--- src/design/triangle_face_normal_macros.svh ---
// Assertion macros shared by the triangle face normal RTL.
`ifndef TRIANGLE_FACE_NORMAL_MACROS_SVH
`define TRIANGLE_FACE_NORMAL_MACROS_SVH

`ifndef ASSERT_OFF
`define TFN_ASSERT(lbl, clk, rst, prop) \
  lbl: assert property (@(posedge clk) disable iff (rst) (prop)) \
    else $error("tfn: assertion failed");
`define TFN_ASSERT_IMP(lbl, clk, rst, ante, cons) \
  lbl: assert property (@(posedge clk) disable iff (rst) (ante) |-> (cons)) \
    else $error("tfn: implication failed");
`else
`define TFN_ASSERT(lbl, clk, rst, prop)
`define TFN_ASSERT_IMP(lbl, clk, rst, ante, cons)
`endif

`endif

--- src/design/tfn_pkg.sv ---
package tfn_pkg;

  // Cross product magnitudes are brought below 2**NORM_BITS before squaring.
  localparam int NORM_BITS = 30;
  localparam int SQ_BITS = 2 * NORM_BITS;
  localparam int SUM_BITS = SQ_BITS + 2;
  localparam int QUEUE_DEPTH = 2;

  typedef struct packed {
    logic degen;
    logic [2:0] neg;
    logic [2:0][SQ_BITS-1:0] sq;
    logic [SUM_BITS-1:0] sum;
  } tfn_entry_t;

  typedef struct packed {
    logic full;
    logic empty;
  } tfn_q_status_t;

endpackage

--- src/design/tfn_queue.sv ---
`include "triangle_face_normal_macros.svh"

module tfn_queue (
  input  logic clk,
  input  logic rst,
  input  logic push,
  input  tfn_pkg::tfn_entry_t din,
  input  logic pop,
  output tfn_pkg::tfn_entry_t dout,
  output tfn_pkg::tfn_q_status_t status
);
  import tfn_pkg::*;

  localparam int PTRW = (QUEUE_DEPTH > 1) ? $clog2(QUEUE_DEPTH) : 1;
  localparam int CNTW = $clog2(QUEUE_DEPTH + 1);

  tfn_entry_t slots [QUEUE_DEPTH];
  logic [PTRW-1:0] wr_ptr, rd_ptr;
  logic [CNTW-1:0] count;
  logic do_push, do_pop;

  assign status.full = (count == CNTW'(QUEUE_DEPTH));
  assign status.empty = (count == '0);
  assign do_pop = pop && !status.empty;
  assign do_push = push && (!status.full || do_pop);
  assign dout = slots[rd_ptr];

  always_ff @(posedge clk) begin
    if (rst) begin
      wr_ptr <= '0;
      rd_ptr <= '0;
      count <= '0;
    end else begin
      if (do_push) wr_ptr <= (wr_ptr == PTRW'(QUEUE_DEPTH - 1)) ? '0 : wr_ptr + 1'b1;
      if (do_pop) rd_ptr <= (rd_ptr == PTRW'(QUEUE_DEPTH - 1)) ? '0 : rd_ptr + 1'b1;
      if (do_push && !do_pop) count <= count + 1'b1;
      else if (do_pop && !do_push) count <= count - 1'b1;
    end
  end

  always_ff @(posedge clk) begin
    if (do_push) slots[wr_ptr] <= din;
  end

  `TFN_ASSERT(a_no_overflow, clk, rst, !(push && status.full && !pop))

endmodule

--- config.mk ---
export PLATFORM = sky130hd
export DESIGN_NAME = tfn_queue
export DESIGN_NICKNAME = d
export VERILOG_FILES = /design/src/design/tfn_pkg.sv /design/src/design/tfn_queue.sv
export VERILOG_INCLUDE_DIRS = /design/src /design/src/design
export SDC_FILE = /design/constraint.sdc
export NUM_CORES = 1
export LEC_CHECK = 0
export BUFFER_PORTS_ARGS = -buffer_cell sky130_fd_sc_hd__buf_2
export CELL_PAD_IN_SITES_DETAIL_PLACEMENT = 1
export CELL_PAD_IN_SITES_GLOBAL_PLACEMENT = 2
export CORE_MARGIN = 2
export CORE_UTILIZATION = 30
export DETAILED_ROUTE_END_ITERATION = 10
export PLACE_DENSITY_LB_ADDON = 0.3
export REMOVE_ABC_BUFFERS = 1
export SYNTH_ARGS = -nofsm -noshare
export SYNTH_HDL_FRONTEND = slang
export SYNTH_SLANG_ARGS = --single-unit
export TNS_END_PERCENT = 10
--- constraint.sdc ---
create_clock -name clk -period 21.8 [get_ports clk]
set_input_delay 2.18 -clock clk [delete_from_list [all_inputs] [get_ports clk]]
set_output_delay 2.18 -clock clk [all_outputs]
set_load 0.005 [all_outputs]
---- Word-level counts from Yosys, hierarchy flattened ----
Memory sizes are Yosys's and may differ from the RTL's. A register that Yosys moved wholly into a read port is not among the register bits.
Cells that the tools add are included.
word-level totals
  register bits ........................... 4
  bits in writable memories ............... 492
  input port bits ......................... 250
  word-level logic and storage cells ...... 28
  memories ................................ 1
memory list
  memory  words  bits a word  read ports  clocked after Yosys merged registers in  wr ports  line             source
  slots   2      246          1           1                                        1         tfn_queue.sv:17  tfn_entry_t slots [QUEUE_DEPTH];
cells by class
  $add $sub $neg .......................... 4
  eq/ne operators ......................... 1
  multiplexer cells ....................... 8
  reductions and logical operators ........ 11
operator list
  operator                                                             number
  1-bit two-way mux                                                    6
  1-bit logical AND                                                    4
  1-bit zero test                                                      4
  2-bit two-way mux                                                    2
  1-bit adder (second input constant)                                  2
  2-bit by 1-bit adder with 2-bit output (second input constant)       1
  2-bit == test (second input constant)                                1
  2-bit zero test                                                      1
  2-bit nonzero test                                                   1
  2-bit by 1-bit subtractor with 2-bit output (second input constant)  1
  1-bit logical OR                                                     1

---- Longest topological paths before layout ----
  depth in word-level cells ............... 9
  gate-level depth with buffers ........... 6

---- Worst setup path before layout ----
OpenSTA, ideal clock, no wires.
  path kind ............................... input-to-reg
  from .................................... input pop
  to ...................................... memory slots[0][0] (netlist name) (enable)
  library setup time ...................... 0.886 ns
  data arrival time ....................... 13.132 ns
  setup slack ............................. 7.782 ns
  stages on the path ...................... 3
  path through ............................ inv_1 > a21boi_4 > nor2b_1
between the ends
  word-level cells in the longest chain between the ends .. 5
RTL lines
  element                                  line             source
  start, declared                          tfn_queue.sv:8   input logic pop,
  1-bit logical AND                        tfn_queue.sv:24  assign do_pop = pop && !status.empty;
  1-bit logical OR                         tfn_queue.sv:25  assign do_push = push && (!status.full || do_pop);
  1-bit logical AND                        tfn_queue.sv:25
  1-bit two-way mux                        tfn_queue.sv:42  if (do_push) slots[wr_ptr] <= din;
  1-bit two-way mux (implied by the code)  tfn_queue.sv:42
  end, declared                            tfn_queue.sv:17
No other way between the ends.

==> flow_metrics.py <==
metrics = {
    "finish": {
        "utilization_pct": 38.9,
        "multiInputGateArea_um2": 2920,
        "area_delta_synth_final_pct": 27.8,
        "drive_gt1_share_pct": 60.8,
        "num-fill-cells": 5934,
        "regArea_um2": 14900,
        "nets": 1575,
    },
    "sta": {
        "period_share_pct": 26.3,
        "fmax_mhz": 174,
        "slew_violations": 0,
        "tns_ps": 0,
        "rsz0062_at_grt": "false",
        "setup_viol": 0,
        "hold_violations": 0,
        "max_slew_margin_pct": 23.8,
        "skew_ps": 12.3,
        "worst_pin_slew_ps": 1140,
        "period_minus_slack_ps": 5740,
    },
    "yosys": {
        "yosysWarnings": 0,
        "synth_ff_type": "edfxtp_1",
        "syn-cell-area_um2": 18000,
        "synth_cells": 790,
        "synthTopCellsByCount": "edfxtp_1, mux2_2, buf_4",
        "synth_edf_count": 492,
        "synthArstFlopShare_pct": 0,
        "synth_top_cell_by_area": "edfxtp_1",
        "yosys-top-cells-area": "edfxtp_1, mux2_2, buf_4",
        "synth.most_common_cell": "edfxtp_1",
        "syn_area_per_cell_um2": 22.8,
        "synth_seq_area_share_pct": 82.7,
        "synth_cell_type_count": 16,
        "ys_ff_latch": 497,
        "synthDominantCellAreaShare_pct": 82.1,
    },
    "drt": {
        "wl_per_cell_um": 20.0,
        "drtAntennaViolNets": 0,
        "vias_per_cell": 4.33,
        "firstDrtPassIters": 4,
        "first_iter_violations": 418,
        "remaining_drc_errors": 0,
        "wl_um": 42900,
        "vias": 9273,
    },
    "cts": {
        "clockBufferDepth": 3,
        "cts_buffers": 53,
        "numClockSinks": 497,
        "cts_tree": "built",
        "htree_levels": 2,
        "path_clk_slew_ps": 60,
        "ctsResizeCount": 0,
        "postCtsSetupRepairBufs": 0,
        "cts-root-buf": "clkbuf_16",
        "cts_hold_buf": 0,
        "clock_latency_ps": 570,
    },
    "global_routing": {
        "grtUsageTotal_pct": 13.4,
        "antenna_found_initial": 13,
        "grt_pass1_wl_um": 63000,
        "grt_max_degree": 80,
        "grt_pass1_vias": 9921,
        "grt-ovfl-total": 0,
    },
    "pwr": {
        "p_comb_share_pct": 19.8,
        "power.internal_uw": 1920,
        "pwr_density_cell_nw_per_um2": 111,
        "pwr-share-clk_pct": 33.3,
        "switchingPower_uw": 638,
        "seqPwrFrac_pct": 46.9,
        "ir_worst_vdd_mv": 0.0673,
        "switching_share_pct": 24.9,
        "p_leak_uw": 0.00842,
    },
    "flow_run": {
        "drv_cap": 0,
    },
    "floorplan": {
        "row_count": 89,
        "start_util_pct": 30.4,
        "ios": 498,
        "die_area_um2": 61900,
        "core_area_um2": 59100,
        "fp.dieH_um": 249,
        "fp.dieW_um": 249,
    },
    "critical_path": {
        "critPathMaxFanout": 75,
        "crit_arrival_ps": 3560,
        "worstSetupPathType": "flop to output pin",
        "cp.required_ps": 19620,
        "cp-start-kind": "flop",
        "crit_path_end_kind": "output pin",
    },
    "worst_hold_path": {
        "hp-class": "flop to flop",
    },
    "placed_design": {
        "post-dp-hpwl_um": 29300,
        "gp_congestion": 0.758,
        "io_buffers": 497,
    },
    "status": {
        "status": "finished, final reports clean",
    },
}
==> cells by family (layout without fill, tap and decap cells) <==
group / after synthesis / after routing / share of synthesized area, %
fa+ha+maj: 1 / 1 / 0.0696
flops: 497 / 497 / 82.7
buf+inv: 28 / 601 / 1.11
xor+xnor: 3 / 3 / 0.146
compound gates: 4 / 4 / 0.188
simple gates: 10 / 10 / 0.320
other cells: 0 / 6 / 0
mux: 247 / 247 / 15.5
==> path summary, 6_finish.rpt <==
| path | from | slack [ps] | cells past startpoint | end |
|---|---|---|---|---|
| worst max-delay path | flop | 16060 | 4 | dout[95] |
| worst min-delay path | rd_ptr | 520 | 2 | rd_ptr |
| worst max register to register | count[0] | 17860 | 5 | slots[0][236] |
| worst min register to register | rd_ptr | 520 | 2 | rd_ptr |
==> cells in the final DEF, fill, tap and decap left out, types with 2 or more instances in the layout <==
cell type,synthesis,layout
buf_2,3,497
edfxtp_1,492,492
mux2_2,247,247
clkbuf_16,0,53
clkinv_1,0,15
clkinv_2,0,10
buf_4,24,9
clkbuf_1,0,8
diode_2,0,6
nor2_1,5,5
bufinv_16,0,5
dfxtp_1,5,4
xor2_1,3,3
clkinvlp_4,0,3
nor2b_4,1,2
o21ai_0,2,2
==> stage by stage <==
stage | instances | total power [uW] | hold WS (ps) | setup slack [ps] | instance area, um^2
2_1_floorplan | 763 | 1580 | 472 | 7780 | 17800
5_1_grt | 2139 | 2680 | 547 | 15790 | 23000
4_1_cts | 2136 | 2610 | 531 | 15950 | 23000
3_3_place_gp | 2042 | 1740 | 487 | 16010 | 21300
3_5_place_dp | 2042 | 1740 | 511 | 16000 | 21300
6_report | 2142 | 2560 | 519 | 16060 | 23000
==> worst max-delay path: stages, from the launching register on <==
cell	delay (ps)
dfxtp_4	610
buf_4	850
buf_4	800
mux2_2	430
buf_2	130
==> per-layer routing <==
layer  vias up  GRT usage, %  routed length [um]  share of wire [%]
met5         -             0                  93               0.22
met4        16          3.86                 924                2.2
met3        71          4.88                3480                8.1
met2       292          23.2               21900                 51
met1      4661          15.7               16600                 39
li1       4233             -                   -                  -
==> power by group through the flow <==
stage | clock, uW | sequential (uW) | combinational, uW
floorplan | 0 | 1280 | 297
global placement | 0 | 1220 | 518
detailed placement | 0 | 1220 | 520
CTS | 882 | 1200 | 524
global route | 918 | 1210 | 553
finish | 853 | 1200 | 507
==> final cells by class <==
type	instances	area share, %
diodes	6	0.0653
clock buffers	61	5.90
clock inverters	33	1.21
inverters	1	0.0163
multi-input cells	265	12.7
flip-flops and latches	497	64.8
well taps	773	4.21
repair buffers	506	11.1
==> registers in the layout (all words and copies together), names as in the netlist, named ones only <==
signal and flops:
slots 492, wr_ptr 1, rd_ptr 1, count 2
Power figures use the tool's default switching activity.
